<file path="config.mk">
export PLATFORM = sky130hd
export DESIGN_NAME = integer_literal_to_binary_flat
export DESIGN_NICKNAME = d
export VERILOG_FILES = /design/src/rtl/ilb_pkg.sv /design/src/rtl/ilb_ifs.sv /design/src/rtl/ilb_decode.sv /design/src/rtl/ilb_step.sv /design/src/rtl/integer_literal_to_binary.sv /design/src/flat_wrapper.sv
export VERILOG_INCLUDE_DIRS = /design/src /design/src/rtl
export SDC_FILE = /design/constraint.sdc
export NUM_CORES = 1
export LEC_CHECK = 0
export ABC_AREA = 1
export BUFFER_PORTS_ARGS = -buffer_cell sky130_fd_sc_hd__buf_2
export CAP_MARGIN = 15
export CORE_MARGIN = 4
export CORE_UTILIZATION = 30
export CTS_BUF_LIST = sky130_fd_sc_hd__clkbuf_4 sky130_fd_sc_hd__clkbuf_8 sky130_fd_sc_hd__clkbuf_16
export DETAILED_ROUTE_END_ITERATION = 6
export GPL_TIMING_DRIVEN = 1
export MAX_ROUTING_LAYER = met4
export PLACE_DENSITY = 0.41
export SETUP_SLACK_MARGIN = 0.2
export SYNTH_ARGS = -nofsm -noshare
export SYNTH_HDL_FRONTEND = slang
export SYNTH_SLANG_ARGS = --single-unit
</file>
<file path="constraint.sdc">
create_clock -name clk -period 8.1 [get_ports clk]
set_clock_uncertainty 0.05 [all_clocks]
set_input_delay 0 -clock clk [delete_from_list [all_inputs] [get_ports clk]]
set_output_delay 0 -clock clk [all_outputs]
set_load 0.01 [all_outputs]
</file>
<file path="src/rtl/integer_literal_to_binary_assert.svh">
// Assertion macros for the integer literal parser.
// Expanded inside modules that declare clk and rst_n.
`ifndef INTEGER_LITERAL_TO_BINARY_ASSERT_SVH
`define INTEGER_LITERAL_TO_BINARY_ASSERT_SVH

// Same-cycle implication, checked out of reset.
`define ILB_ASSERT_SAME(label, ante, cons, msg) \
  label: assert property (@(posedge clk) disable iff (!rst_n) (ante) |-> (cons)) \
    else $error(msg);

// Next-cycle implication, checked out of reset.
`define ILB_ASSERT_NEXT(label, ante, cons, msg) \
  label: assert property (@(posedge clk) disable iff (!rst_n) (ante) |=> (cons)) \
    else $error(msg);

`endif

</file>
<file path="src/rtl/ilb_pkg.sv">
// Shared types, constants and helpers for the integer literal parser.
// No dependencies.
`default_nettype none

package ilb_pkg;

  typedef enum logic [1:0] {
    SEL_DEC = 2'd0,
    SEL_BIN = 2'd1,
    SEL_OCT = 2'd2,
    SEL_HEX = 2'd3
  } radix_sel_t;

  localparam int unsigned VAL_W  = 64;
  localparam int unsigned EXT_W  = VAL_W + 4;  // room for acc * 16
  localparam int unsigned DIG_W  = 6;          // digit values 0..35
  localparam int unsigned RAD_W  = 5;          // radix up to 16
  localparam int unsigned CHAR_W = 8;

  localparam logic [CHAR_W-1:0] CHAR_ZERO = 8'h30;
  localparam logic [1:0]        POS_MAX   = 2'd2;

  // running parse state of one literal
  typedef struct packed {
    logic [VAL_W-1:0] acc;
    radix_sel_t       sel;
    logic [1:0]       pos;
    logic             lz;
    logic             err;
    logic             nd;
  } parse_state_t;

  // decoded character
  typedef struct packed {
    logic [DIG_W-1:0] digit;
    logic             is_digit;
    logic             is_zero;
    radix_sel_t       pfx;
  } char_info_t;

  localparam parse_state_t STATE_CLEAR = '{
    acc: '0, sel: SEL_DEC, pos: 2'd0, lz: 1'b0, err: 1'b0, nd: 1'b0
  };

  function automatic logic [RAD_W-1:0] radix_of(radix_sel_t s);
    logic [RAD_W-1:0] r;
    case (s)
      SEL_BIN: r = 5'd2;
      SEL_OCT: r = 5'd8;
      SEL_HEX: r = 5'd16;
      default: r = 5'd10;
    endcase
    return r;
  endfunction

endpackage

`default_nettype wire

</file>
<file path="src/rtl/ilb_ifs.sv">
// Valid/ready channel interfaces for the integer literal parser.
// Depends on ilb_pkg for field widths.
`default_nettype none

interface ilb_in_if;
  logic                              valid;
  logic                              ready;
  logic [ilb_pkg::CHAR_W-1:0]        char_code;
  logic                              last_char;

  modport source (output valid, output char_code, output last_char, input ready);
  modport sink   (input valid, input char_code, input last_char, output ready);
endinterface

interface ilb_out_if;
  logic                              valid;
  logic                              ready;
  logic [ilb_pkg::VAL_W-1:0]         value;
  logic                              ok;

  modport source (output valid, output value, output ok, input ready);
  modport sink   (input valid, input value, input ok, output ready);
endinterface

`default_nettype wire

</file>
<file path="src/rtl/ilb_decode.sv">
// Character classifier: digit value, digit flag, zero flag and prefix letter.
// Depends on ilb_pkg.
`default_nettype none

module ilb_decode (
  input  wire logic [ilb_pkg::CHAR_W-1:0] char_code,
  output ilb_pkg::char_info_t             info
);

  always_comb begin
    info          = '0;
    info.pfx      = ilb_pkg::SEL_DEC;
    info.is_zero  = (char_code == ilb_pkg::CHAR_ZERO);
    case (char_code) inside
      [8'h30:8'h39]: begin
        info.digit    = ilb_pkg::DIG_W'(char_code - 8'h30);
        info.is_digit = 1'b1;
      end
      [8'h61:8'h7A]: begin
        info.digit    = ilb_pkg::DIG_W'(char_code - 8'h57);  // 'a' -> 10
        info.is_digit = 1'b1;
      end
      [8'h41:8'h5A]: begin
        info.digit    = ilb_pkg::DIG_W'(char_code - 8'h37);  // 'A' -> 10
        info.is_digit = 1'b1;
      end
      default: begin
        info.is_digit = 1'b0;
      end
    endcase

    case (char_code) inside
      8'h62, 8'h42: info.pfx = ilb_pkg::SEL_BIN;
      8'h6F, 8'h4F: info.pfx = ilb_pkg::SEL_OCT;
      8'h78, 8'h58: info.pfx = ilb_pkg::SEL_HEX;
      default:      info.pfx = ilb_pkg::SEL_DEC;
    endcase
  end

endmodule

`default_nettype wire

</file>
<file path="src/rtl/ilb_step.sv">
// One-character update of the parse state: prefix capture, digit check,
// shift-add multiply by the radix with 64-bit overflow check. Depends on ilb_pkg.
`default_nettype none

module ilb_step (
  input  wire ilb_pkg::parse_state_t       cur,
  input  wire ilb_pkg::char_info_t         info,
  input  wire logic                        last_char,
  output ilb_pkg::parse_state_t            nxt,
  output logic [ilb_pkg::VAL_W-1:0]        res_value,
  output logic                             res_ok
);

  ilb_pkg::parse_state_t        upd;
  logic [ilb_pkg::EXT_W-1:0]    acc_x;
  logic [ilb_pkg::EXT_W-1:0]    scaled;
  logic [ilb_pkg::EXT_W-1:0]    sum;
  logic                         take_pfx;
  logic                         too_big;

  always_comb begin
    acc_x = {4'b0, cur.acc};
    case (cur.sel)
      ilb_pkg::SEL_BIN: scaled = acc_x << 1;
      ilb_pkg::SEL_OCT: scaled = acc_x << 3;
      ilb_pkg::SEL_HEX: scaled = acc_x << 4;
      default:          scaled = (acc_x << 3) + (acc_x << 1);  // x10
    endcase
    sum = scaled + {{(ilb_pkg::EXT_W - ilb_pkg::DIG_W){1'b0}}, info.digit};
  end

  // prefix letter only counts as second char after a leading zero
  assign take_pfx = (cur.pos == 2'd1) && cur.lz && (info.pfx != ilb_pkg::SEL_DEC);
  assign too_big  = !info.is_digit || (info.digit >= {1'b0, ilb_pkg::radix_of(cur.sel)});

  always_comb begin
    upd = cur;
    if (!cur.err) begin
      if (take_pfx) begin
        upd.sel = info.pfx;
        upd.acc = '0;
        upd.nd  = 1'b1;
      end else begin
        if ((cur.pos == 2'd0) && info.is_zero) begin
          upd.lz = 1'b1;
        end
        if (too_big) begin
          upd.err = 1'b1;
        end else if (sum[ilb_pkg::EXT_W-1:ilb_pkg::VAL_W] != 4'd0) begin
          upd.err = 1'b1;  // overflow past 2^64-1
        end else begin
          upd.acc = sum[ilb_pkg::VAL_W-1:0];
          upd.nd  = 1'b0;
        end
      end
    end
    if (cur.pos != ilb_pkg::POS_MAX) begin
      upd.pos = cur.pos + 2'd1;
    end

    res_ok    = !upd.err && !upd.nd;
    res_value = res_ok ? upd.acc : '0;
    nxt       = last_char ? ilb_pkg::STATE_CLEAR : upd;
  end

endmodule

`default_nettype wire

</file>
<file path="src/rtl/integer_literal_to_binary.sv">
// Top level of the streaming integer literal parser.
// Depends on ilb_pkg, ilb_ifs, ilb_decode, ilb_step and the assertion header.
// ---------------------------------------------------------------------------
// Usage:
//   in_word  : one ASCII character per word plus last_char marking the end
//              of the literal. Optional 0b/0o/0x prefix (either case) picks
//              radix 2/8/16, otherwise radix 10.
//   out_word : one word per literal, issued for the last character only:
//              value (64-bit) and ok. value is 0 when ok is low.
// Path: a last character is loaded into the input register, then the state
//   update writes its word into the result register, which drives out_word.
// Throughput: one character per cycle unless a last character stalls. The
//   per-character work is a shift-add multiply by the radix plus a 68-bit
//   overflow check, combinational between input and state/result registers.
// Stall: if the result register holds an untaken word, a pending last
//   character waits in the input register; in_word.ready drops only then.
//   Non-final characters keep flowing since they produce no word.
// Reset: synchronous, active low. Clears the parse state and both valid
//   flags; the next character starts a fresh literal.
// ---------------------------------------------------------------------------
`default_nettype none

`include "integer_literal_to_binary_assert.svh"

module integer_literal_to_binary (
  input  wire logic clk,
  input  wire logic rst_n,
  ilb_in_if.sink    in_word,
  ilb_out_if.source out_word
);

  // input register
  logic                             in_v_r;
  logic [ilb_pkg::CHAR_W-1:0]       in_char_r;
  logic                             in_last_r;

  // parse state
  ilb_pkg::parse_state_t            st_r;
  ilb_pkg::parse_state_t            st_nxt;

  // result register
  logic                             out_v_r;
  logic [ilb_pkg::VAL_W-1:0]        out_val_r;
  logic                             out_ok_r;

  ilb_pkg::char_info_t              info;
  logic [ilb_pkg::VAL_W-1:0]        res_value;
  logic                             res_ok;
  logic                             adv;
  logic                             in_take;

  // a staged char moves on unless it would emit into a full, untaken result register
  assign adv     = in_v_r && (!in_last_r || !out_v_r || out_word.ready);
  assign in_word.ready = !in_v_r || adv;
  assign in_take = in_word.valid && in_word.ready;

  always_ff @(posedge clk) begin
    if (!rst_n) begin
      in_v_r <= 1'b0;
    end else if (in_word.ready) begin
      in_v_r <= in_word.valid;
    end
  end

  always_ff @(posedge clk) begin
    if (in_take) begin
      in_char_r <= in_word.char_code;
      in_last_r <= in_word.last_char;
    end
  end

  ilb_decode u_decode (
    .char_code (in_char_r),
    .info      (info)
  );

  ilb_step u_step (
    .cur       (st_r),
    .info      (info),
    .last_char (in_last_r),
    .nxt       (st_nxt),
    .res_value (res_value),
    .res_ok    (res_ok)
  );

  always_ff @(posedge clk) begin
    if (!rst_n) begin
      st_r <= ilb_pkg::STATE_CLEAR;
    end else if (adv) begin
      st_r <= st_nxt;
    end
  end

  always_ff @(posedge clk) begin
    if (!rst_n) begin
      out_v_r <= 1'b0;
    end else if (adv && in_last_r) begin
      out_v_r <= 1'b1;
    end else if (out_word.ready) begin
      out_v_r <= 1'b0;
    end
  end

  always_ff @(posedge clk) begin
    if (adv && in_last_r) begin
      out_val_r <= res_value;
      out_ok_r  <= res_ok;
    end
  end

  assign out_word.valid = out_v_r;
  assign out_word.value = out_val_r;
  assign out_word.ok    = out_ok_r;

  // failed literals report zero
  `ILB_ASSERT_SAME(a_fail_zero, out_v_r && !out_ok_r, out_val_r == '0, "failed literal with nonzero value")
  // state is fresh after the last character of a literal
  `ILB_ASSERT_NEXT(a_clear_after_last, adv && in_last_r, (st_r.acc == '0) && (st_r.pos == 2'd0) && !st_r.err && !st_r.nd && !st_r.lz && (st_r.sel == ilb_pkg::SEL_DEC), "state not cleared after literal")
  // error is sticky inside a literal
  `ILB_ASSERT_NEXT(a_err_sticky, st_r.err && !(adv && in_last_r), st_r.err, "error flag dropped mid literal")
  // a pending prefix always has a non-decimal radix
  `ILB_ASSERT_SAME(a_prefix_radix, st_r.nd, st_r.sel != ilb_pkg::SEL_DEC, "prefix pending with decimal radix")

endmodule

`default_nettype wire
</file>
<file path="src/flat_wrapper.sv">
// flat-port wrapper written by rule: the top's interface ports become plain ports
module integer_literal_to_binary_flat 
  (clk, rst_n, in_word_valid, in_word_char_code, in_word_last_char, in_word_ready, out_word_valid, out_word_value, out_word_ok, out_word_ready);
  ilb_in_if in_word_i ();
  ilb_out_if out_word_i ();
  input  wire logic clk;
  input  wire logic rst_n;
  input wire logic [$bits(in_word_i.valid)-1:0] in_word_valid;
  input wire logic [$bits(in_word_i.char_code)-1:0] in_word_char_code;
  input wire logic [$bits(in_word_i.last_char)-1:0] in_word_last_char;
  output wire logic [$bits(in_word_i.ready)-1:0] in_word_ready;
  output wire logic [$bits(out_word_i.valid)-1:0] out_word_valid;
  output wire logic [$bits(out_word_i.value)-1:0] out_word_value;
  output wire logic [$bits(out_word_i.ok)-1:0] out_word_ok;
  input wire logic [$bits(out_word_i.ready)-1:0] out_word_ready;
  assign in_word_i.valid = in_word_valid;
  assign in_word_i.char_code = in_word_char_code;
  assign in_word_i.last_char = in_word_last_char;
  assign in_word_ready = in_word_i.ready;
  assign out_word_valid = out_word_i.valid;
  assign out_word_value = out_word_i.value;
  assign out_word_ok = out_word_i.ok;
  assign out_word_i.ready = out_word_ready;
  integer_literal_to_binary u_core (.clk(clk), .rst_n(rst_n), .in_word(in_word_i), .out_word(out_word_i));
endmodule
</file>
==> reports/summary.md, run 1 <==
The run finished with clean final reports. Top cell type by total area after synthesis: sky130_fd_sc_hd__nand2_1. For the worst setup path, the data required time is 8.37 ns. Worst setup margin: 1.83 ns.

The post-CTS setup buffer count was 0; the post-placement worst setup slack was 1.85 ns. Setup violations remaining at the end of the flow were counted as 0. The final critical delay including setup and external delays is 6.27 ns, and the CTS buffer count is 17. STA classifies the critical path endpoint as a register. The cell sitting at the root of the clock tree is a sky130_fd_sc_hd__clkbuf_16. The initial utilization of the core area, before any placement, comes to 30.2%.

The final layout contains routed wiring with a total length of 79500 µm. The largest stage delay on the critical path works out to 0.68 ns. Once detail routing completed, the nets flagged for antenna violations numbered 0.

The via count of the first global-routing pass came out at 18500. The synthesized flop and latch total was 146. The number of hold buffers added after CTS was 14. The number of standard cells in the layout, taps in and fillers out is 3917, and the cell count after placement is 3871.

The total congestion overflow is 0, and the power per unit of standard cell area is 104 nW/µm². The via count of the routed design came out at 19700. 0 antenna diodes ended up in the layout. The detailed router finished its first iteration with 1882 violations. The clock-pin slew of the registers on the worst-case setup and hold paths was 0.06 ns.

At the end of routability-driven placement, the weighted congestion stood at 0.965. Measured against its own limit, the worst slew margin works out to 26.0%. Synthesis produced a netlist whose cell count is 3103. The max-capacitance violation count is 0. The worst hold path belongs to the class in2reg. The final-stage net count is 3236. The proportion of layout cells with a drive suffix above 1 was 6.47%; the horizontal die dimension was 249 µm.

The logs give 2 for the number of buffers on the longest clock path and 57600 µm² for the core region area. The worst hold path passes through 2 cells. The total of cells resized after clock tree synthesis is 0, and the layout-stage area growth over the synthesis result is 9.81%. The warning count from the yosys run is 0.

The logs give 0.160 ns for the worst hold slack after final layout and 146 for the number of sinks handled by clock tree synthesis. For this design the static power due to leakage is 9.15 nW. Among all flip-flop cells after synthesis, the most frequent one is sky130_fd_sc_hd__edfxtp_1.

TritonCTS built the clock tree. In the synthesized netlist the async set-or-reset flop fraction comes to 0%. The tools report the initial antenna violation count as 0. The final setup TNS is 0 ns, and the number of synthesized flops with an enable pin is 74. For the final routed DRC violation total, the log shows 0. The number of hold violations in the final report is 0, and the wire length of the first global-routing pass is 118000 µm. Global routing consumed, over all layers together, 25.8% of the routing resources. Entering global routing, the biggest net connects 69 pins.

STA puts the critical path data arrival time at 6.54 ns. The floorplan step defined a die boundary enclosing 61900 µm². Of all nets on the critical path, the largest fanout is 26. The detailed-placement wirelength estimate was 64100 µm. The floorplan has 88 rows. The die span in y is 249 µm.

After routing the design area is 19100 µm². The largest individual stage delay along the critical path comes from the cell sky130_fd_sc_hd__o311ai_1. Clock latency on the worst-skew pair, taken at its later pin, is 0.49 ns. Total I/O pin count: 80. The placement-stage cell area is 18400 µm², and the first-pass iteration count of the detailed router is 7.

Yosys mapped the design onto 46 distinct sky130hd cell types. The max-slew violation total from the final report is 0. The worst setup path is launched from a register. The portion of the post-synthesis area used by sequential elements is 21.0%, and the post-synthesis instance area is 17400 µm². In this run the tool buffered the top-level ports with 79 buffer cells.

The worst vdd rail ir drop is 0.000122 V, and the worst-case reg-to-reg path depth is 30. For the pin with the worst max-slew slack, the measured transition is 1.11 ns. The maximum achievable frequency is 0.159 GHz.

The synthesized netlist net count is 3200. In the final routed layout, each cell accounts on average for 20.3 µm. Using the TritonRoute via totals, the vias-per-cell ratio works out to 5.03. By area the synthesized netlist is led by sky130_fd_sc_hd__nand2_1, sky130_fd_sc_hd__edfxtp_1, sky130_fd_sc_hd__inv_1. The category of the critical setup timing path was reg2reg. The mean area per synthesized cell works out to 5.61 µm². After layout, the worst path uses 77.4% of the clock period. H-tree depth: 4. Setup repair after global routing left no endpoint under its margin. The portion of synthesized cell area occupied by the leading cell type is 24.9%.
[final timing paths]
path	startpoint	endpoint	slack (ns)
setup / recovery	u_core.in_char_r[0]$_DFFE_PP_	u_core.out_word.value[17]$_SDFFCE_PN0P_	1.83
hold / removal	in_word_char_code[2]	u_core.in_char_r[2]$_DFFE_PP_	0.16
setup reg to reg	u_core.in_char_r[0]$_DFFE_PP_	u_core.out_word.value[17]$_SDFFCE_PN0P_	1.83
hold reg to reg	u_core.st_r[4]$_SDFFE_PN0P_	u_core.st_r[4]$_SDFFE_PN0P_	0.43
[sequential cells by signal, summed over array words and instances, names as in the netlist]
signal / count
u_core.out_word.valid: 1
u_core.st_r: 70
u_core.out_word.ok: 1
u_core.in_last_r: 1
u_core.in_char_r: 8
u_core.in_v_r: 1
u_core.out_word.value: 64
[Yosys cell counts (all sizes together), types with 2 or more instances]
cell type and instances:
a211oi 3, a21oi 217, a31oi 2, and2 3, buf 50, clkbuf 43, clkinv 2, dfxtp 72
edfxtp 74, fa 2, ha 82, inv 545, nand2 1168, nand3 318, nand3b 6, nand4 42
nor2 255, nor3 27, nor4 3, o211ai 4, o21ai 56, o221ai 32, o22ai 30, xnor2 18
xor2 41
[routing by layer]
| metal | routed length (µm) | track usage (%) | up-vias |
|---|---|---|---|
| met1 | 39700 | 37.1 | 9137 |
| li1 | - | - | 9892 |
| met3 | 4330 | 3.21 | 67 |
| met2 | 34000 | 38.6 | 610 |
| met4 | 1490 | 5.85 | 0 |
| met5 | 0 | - | - |
[area by class of cell]
| cell class | count | area, µm² |
|---|---|---|
| fill | 6538 | 38500 |
| clock buffer | 21 | 468 |
| tap | 765 | 957 |
| sequential | 146 | 3660 |
| timing repair buffer | 110 | 663 |
| multi-input combinational | 2317 | 11200 |
| clock inverter | 11 | 80.1 |
| inverter | 547 | 2050 |
[logic make-up (layout without fill, tap and decap cells)]
kind of cell               count (synthesis)  after routing  synth area share [%]
DFF                                      146            146                  21.0
and+or+nand+nor                         1824           1824                  44.0
xor gates and xnor gates                  59             59                  2.97
adders and majority gates                 84             84                  6.12
buffers and inverters                    640            689                  14.6
AOI/OAI and AO/OA                        350            350                  11.3
[power by group]
| part | internal, W | total [W] | switching [W] |
|---|---|---|---|
| sequential | 0.000801 | 0.000828 | 0.0000271 |
| combinational | 0.000108 | 0.000395 | 0.000287 |
| clock | 0.000415 | 0.000774 | 0.000359 |
[critical path: cells and delay by family, from the launching register on]
kind | cells | cell delay (ns)
AND/OR/NAND/NOR | 22 | 3.16
AO/OA/AOI/OAI | 2 | 0.95
buffers and inverters | 4 | 0.87
adder cells (fa/ha/maj) | 2 | 0.63
flip-flops | 1 | 0.38
[through the flow]
step	power [W]	utilization, %
final	0.00200	33.2
after global routing	0.00209	33.2
after CTS	0.00202	33.2
after detailed placement	0.00123	32.0
after global placement	0.00123	32.0
after floorplan	0.00109	-
[placed cells by master, fill, tap and decap left out, types with 3 or more instances in the layout]
cell type / netlist / layout
sky130_fd_sc_hd__nor3_1: 26 / 26
sky130_fd_sc_hd__nand2_2: 13 / 14
sky130_fd_sc_hd__nor2_1: 225 / 223
sky130_fd_sc_hd__a21oi_1: 213 / 213
sky130_fd_sc_hd__nand2_1: 1155 / 1154
sky130_fd_sc_hd__o21ai_0: 54 / 54
sky130_fd_sc_hd__clkbuf_16: 0 / 17
sky130_fd_sc_hd__o22ai_1: 30 / 30
sky130_fd_sc_hd__dfxtp_1: 72 / 71
sky130_fd_sc_hd__dlygate4sd3_1: 0 / 14
sky130_fd_sc_hd__clkinv_2: 0 / 4
sky130_fd_sc_hd__a21oi_2: 4 / 4
sky130_fd_sc_hd__nand4_1: 40 / 40
sky130_fd_sc_hd__inv_6: 0 / 3
sky130_fd_sc_hd__a211oi_1: 3 / 3
sky130_fd_sc_hd__edfxtp_1: 74 / 74
sky130_fd_sc_hd__nand3b_1: 6 / 6
sky130_fd_sc_hd__xnor2_1: 18 / 18
sky130_fd_sc_hd__inv_1: 532 / 531
sky130_fd_sc_hd__nor2_2: 21 / 20
sky130_fd_sc_hd__nor4_1: 3 / 3
sky130_fd_sc_hd__and2_1: 3 / 3
sky130_fd_sc_hd__nand3_1: 311 / 311
sky130_fd_sc_hd__buf_4: 10 / 17
sky130_fd_sc_hd__o221ai_1: 32 / 32
sky130_fd_sc_hd__o211ai_1: 4 / 4
sky130_fd_sc_hd__inv_2: 13 / 13
sky130_fd_sc_hd__xor2_1: 41 / 41
sky130_fd_sc_hd__ha_1: 82 / 82
sky130_fd_sc_hd__buf_2: 26 / 79
sky130_fd_sc_hd__nand3_2: 7 / 7
sky130_fd_sc_hd__nor2_4: 8 / 11
Note: power is estimated with default switching activity, not from simulation.
==> inputs of run 2 (changes only) <==
--- a/config.mk
+++ b/config.mk
@@ -15,7 +15,7 @@
 export DETAILED_ROUTE_END_ITERATION = 6
 export GPL_TIMING_DRIVEN = 1
 export MAX_ROUTING_LAYER = met4
-export PLACE_DENSITY = 0.41
+export PLACE_DENSITY = 0.42
 export SETUP_SLACK_MARGIN = 0.2
 export SYNTH_ARGS = -nofsm -noshare
 export SYNTH_HDL_FRONTEND = slang
==> constraint.sdc (replaced) <==
create_clock -name clk -period 5.3 [get_ports clk]
set_clock_uncertainty 0.05 [all_clocks]
set_input_delay 0 -clock clk [delete_from_list [all_inputs] [get_ports clk]]
set_output_delay 0 -clock clk [all_outputs]
set_load 0.01 [all_outputs]
==> run 2 against run 1 <==
- first-iteration DRC count shrank 3.0%
- global-route usage increased by 0.25 points
- via count is 3.4% higher
- clock power rose by 81%
- sequential power increased by 52%
- register-to-register slack got worse by 1.5 ns
- die area stayed put
- fmax rose by 27%
- combinational power rose by 95%
- setup slack got worse by 1.5 ns
- worst hold slack gained 0.0010 ns
- critical path type unchanged
- largest power group is now the clock network
==> reports/summary.md, run 2 (synthesis results as in run 1) <==
The via density per instance is 5.06 (was 5.03), and the worst vdd rail ir drop is 0.000283 V (was 0.000122 V). The tools report the worst slew margin relative to its limit as 22.8% (was 26.0%). The number of inserted diodes was 0 (unchanged); the via count of the routed design was 20400 (was 19700). The clock-pin slew of the registers on the worst-case setup and hold paths is 0.07 ns (was 0.06 ns), and the total I/O pin count is 80 (unchanged).

The hold-critical path depth came out at 2 (unchanged). The die span in y was 249 µm (unchanged); the power per unit of standard cell area was 165 nW/µm² (was 104 nW/µm²). The remaining antenna violation count after routing is 0 (unchanged), and the CTS buffer count is 17 (unchanged).

The first-pass iteration count of the detailed router is 7 (unchanged), and the largest stage delay on the critical path is 0.47 ns (was 0.68 ns). The tools report the sink of the worst hold path as u_core.in_char_r[0]$_DFFE_PP_ (was u_core.in_char_r[2]$_DFFE_PP_). For the final routed DRC violation total, the log shows 0 (unchanged).

The tools report the final-stage net count as 3341 (was 3236). The number of fillers in the final layout is 6478 (was 6538). TritonCTS built the clock tree. The data arrival time of the critical path was 5.28 ns (was 6.54 ns); the part of the power in combinational logic was 22.5% (was 19.8%). The tools report the weighted congestion reported at the end of routability-driven placement as 1.00 (was 0.965). The count of routing violations after the opening detailed-route iteration is 1825 (was 1882). The worst-path cell with the longest stage delay was sky130_fd_sc_hd__fa_1 (was sky130_fd_sc_hd__o311ai_1). For the initial antenna violation count, the log shows 1 (was 0).

Most common library cell in the layout ignoring fill and taps: sky130_fd_sc_hd__nand2_1 (unchanged). The number of hold violations in the final report was 0 (unchanged); the endpoint required time on the critical path was 5.66 ns (was 8.37 ns). The routed wirelength normalized by instance count came out at 20.7 µm (was 20.3 µm). The internal power contribution came out at 0.00228 W (was 0.00132 W). For the via count of the first global-routing pass, the log shows 19000 (was 18500).

The detailed-placement wirelength estimate is 64200 µm (was 64100 µm), and the proportion of layout cells with a drive suffix above 1 is 12.7% (was 6.47%). The worst-margin pin slew works out to 1.16 ns (was 1.11 ns). Path class of the lowest-slack min-delay path: in2reg (unchanged). The tools report the wire length after detailed routing as 83400 µm (was 79500 µm). The library cell appearing most often on the critical path was sky130_fd_sc_hd__nand2_1. The category of the critical setup timing path was reg2reg (unchanged). The total congestion overflow is 0 (unchanged). The final critical delay including setup and external delays works out to 4.93 ns (was 6.27 ns). Startpoint kind of the worst setup timing path: a register (unchanged). Fraction of the cycle the final worst path needs: 92.9% (was 77.4%). The maximum fanout encountered on the critical timing path was 5 (was 26).

The buffers plus inverters on the worst setup path was 4 (unchanged); the layout-stage area growth over the synthesis result was 19.5% (was 9.81%). The max-slew violation total from the final report is 0 (unchanged), and the number of setup violations in the final report is 0 (unchanged). The tools report the starting utilization of the core area as 30.2% (unchanged).

For the register-to-register setup slack, the log shows 0.37 ns (was 1.83 ns). For the total die area, the log shows 61900 µm² (unchanged). The H-tree depth came out at 4 (unchanged).

The placement-stage cell area came out at 18900 µm² (was 18400 µm²). The run finished with clean final reports. Number of sinks handled by clock tree synthesis: 146 (unchanged). The maximum achievable frequency is 0.203 GHz (was 0.159 GHz).

The clock network latency to the later pin of the worst-skew pair came out at 0.50 ns (was 0.49 ns). Setup repair after global routing could not meet its margin everywhere. The horizontal die dimension is 249 µm (unchanged), and the worst hold slack after final layout is 0.161 ns (was 0.160 ns). For the number of core rows, the log shows 88 (unchanged). Reg-to-reg critical path startpoint: u_core.st_r[7]$_SDFFE_PN0P_ (was u_core.in_char_r[0]$_DFFE_PP_). Top library cells by usage in the layout, fill and taps aside: sky130_fd_sc_hd__nand2_1, sky130_fd_sc_hd__inv_1, sky130_fd_sc_hd__nand3_1 (unchanged). The worst-case reg-to-reg path depth came out at 31 (was 30). Wire length of the first global-routing pass: 120000 µm (was 118000 µm).

The tools report the worst min-delay path startpoint as in_word_char_code[0] (was in_word_char_code[2]). The tools report the capturing element type of the critical path as a register (unchanged). The tools report the buffer type at the clock tree root as sky130_fd_sc_hd__clkbuf_16 (unchanged).

Largest net degree at the start of global routing: 65 (was 69). The leakage power summed over all cells is 9.90 nW (was 9.15 nW), and the net switching share of the total power is 33.5% (was 33.7%). The cell family with the largest share of critical-path delay is simple AND/OR/NAND/NOR gates (unchanged). Register ranked first by flip-flop count: u_core.st_r (unchanged). Clock network fraction of design power: 40.8% (was 38.8%). The number of buffers on the longest clock path was 2 (unchanged); the number of flip-flops in the largest register was 70 (unchanged). The max-capacitance violation count came out at 0 (unchanged).

The logs give 20800 µm² (was 19100 µm²) for the post-layout instance area and 0.00115 W (was 0.000673 W) for the switching power of the nets. The number of buffers inserted by port buffering is 79 (unchanged), and the total routing resource utilization after global routing is 26.0% (was 25.8%). The logs give 36.1% (was 33.2%) for the share of the core filled with cells and 57600 µm² (unchanged) for the core region area. The tools report the relative contribution of sequential cells to total power as 36.8% (was 41.5%).

The final setup TNS is 0 ns (unchanged). Destination of the worst register-to-register timing path: u_core.st_r[16]$_SDFFE_PN0P_ (was u_core.out_word.value[17]$_SDFFCE_PN0P_).
-- run 2: cell types whose count changed in the layout (fill, tap and decap cells not counted), moves of 8 or more --
| cell | delta |
|---|---|
| sky130_fd_sc_hd__buf_4 | +83 |
| sky130_fd_sc_hd__nand3_1 | -32 |
| sky130_fd_sc_hd__nand3_2 | +27 |
| sky130_fd_sc_hd__nand2_1 | -20 |
| sky130_fd_sc_hd__nand2_2 | +15 |
| sky130_fd_sc_hd__nor2_1 | -12 |
| sky130_fd_sc_hd__a21oi_1 | -11 |
| sky130_fd_sc_hd__a21oi_2 | +11 |
| sky130_fd_sc_hd__nor2_4 | +11 |
| sky130_fd_sc_hd__inv_1 | -10 |
| sky130_fd_sc_hd__buf_6 | +8 |
| sky130_fd_sc_hd__ha_1 | -8 |
| sky130_fd_sc_hd__inv_2 | +8 |
-- run 2: layout make-up --
type	instances	area, µm²	share of cell area, %
clock buffers	20	472	2.27
clock inverters	12	171	0.824
inverters	547	2060	9.91
multi-input cells	2317	11800	56.6
flip-flops and latches	146	3670	17.6
well taps	765	957	4.60
repair buffers	215	1690	8.14
-- run 2: timing repair --
item | 4_1_cts | 5_1_grt
gates cloned | 0 | 10
setup endpoints to repair | 130 | 130
pin swaps | 5 | 64
hold endpoints to repair | 21 | 0
resized for setup | 14 | 131
hold buffers | 14 | 0
buffers inserted | 3 | 39
-- run 2: worst register-to-register path, delay by kind of cell (launching register included) --
kind                     cells  cell delay [ns]
AO/OA/AOI/OAI                1             0.15
adder cells (fa/ha/maj)      2             0.70
buffers and inverters        4             0.62
flip-flops                   1             0.32
AND/OR/NAND/NOR             24             3.00
-- run 2: stage by stage --
step	cells	total power, W	setup WS (ns)
floorplan	3103	0.00167	0.720
finish	4022	0.00343	0.375
global route	4022	0.00358	0.117
CTS	3973	0.00335	0.203
detailed placement	3924	0.00191	-0.147
global placement	3924	0.00192	-0.0791
-- run 2: worst max path at each step --
stage / start / end / slack, ns / cells after the start
6_report: u_core.st_r[7]$_SDFFE_PN0P_ / u_core.st_r[16]$_SDFFE_PN0P_ / 0.37 / 31
5_1_grt: u_core.in_char_r[4]$_DFFE_PP_ / u_core.st_r[32]$_SDFFE_PN0P_ / 0.12 / 37
4_1_cts: u_core.in_char_r[0]$_DFFE_PP_ / u_core.st_r[30]$_SDFFE_PN0P_ / 0.20 / 36
3_5_place_dp: u_core.in_char_r[4]$_DFFE_PP_ / u_core.st_r[32]$_SDFFE_PN0P_ / -0.15 / 34
3_3_place_gp: u_core.in_char_r[4]$_DFFE_PP_ / u_core.st_r[41]$_SDFFE_PN0P_ / -0.08 / 32
2_1_floorplan: u_core.st_r[6]$_SDFFE_PN0P_ / u_core.out_word.value[3]$_SDFFCE_PN0P_ / 0.72 / 34
-- run 2: power by group through the flow --
stage | Combinational [W] | Sequential (W) | Clock (W)
2_1_floorplan | 0.000394 | 0.00128 | 0
3_3_place_gp | 0.000631 | 0.00129 | 0
3_5_place_dp | 0.000630 | 0.00128 | 0
4_1_cts | 0.000646 | 0.00126 | 0.00144
5_1_grt | 0.000837 | 0.00126 | 0.00148
6_report | 0.000772 | 0.00126 | 0.00140
-- run 2: routing by layer --
layer	up-vias	part of all wire, %	track usage, %
li1	10100	-	-
met1	9549	48	36.5
met2	617	44	39.9
met3	91	5.3	3.09
met4	0	2.2	6.57
met5	-	0	-
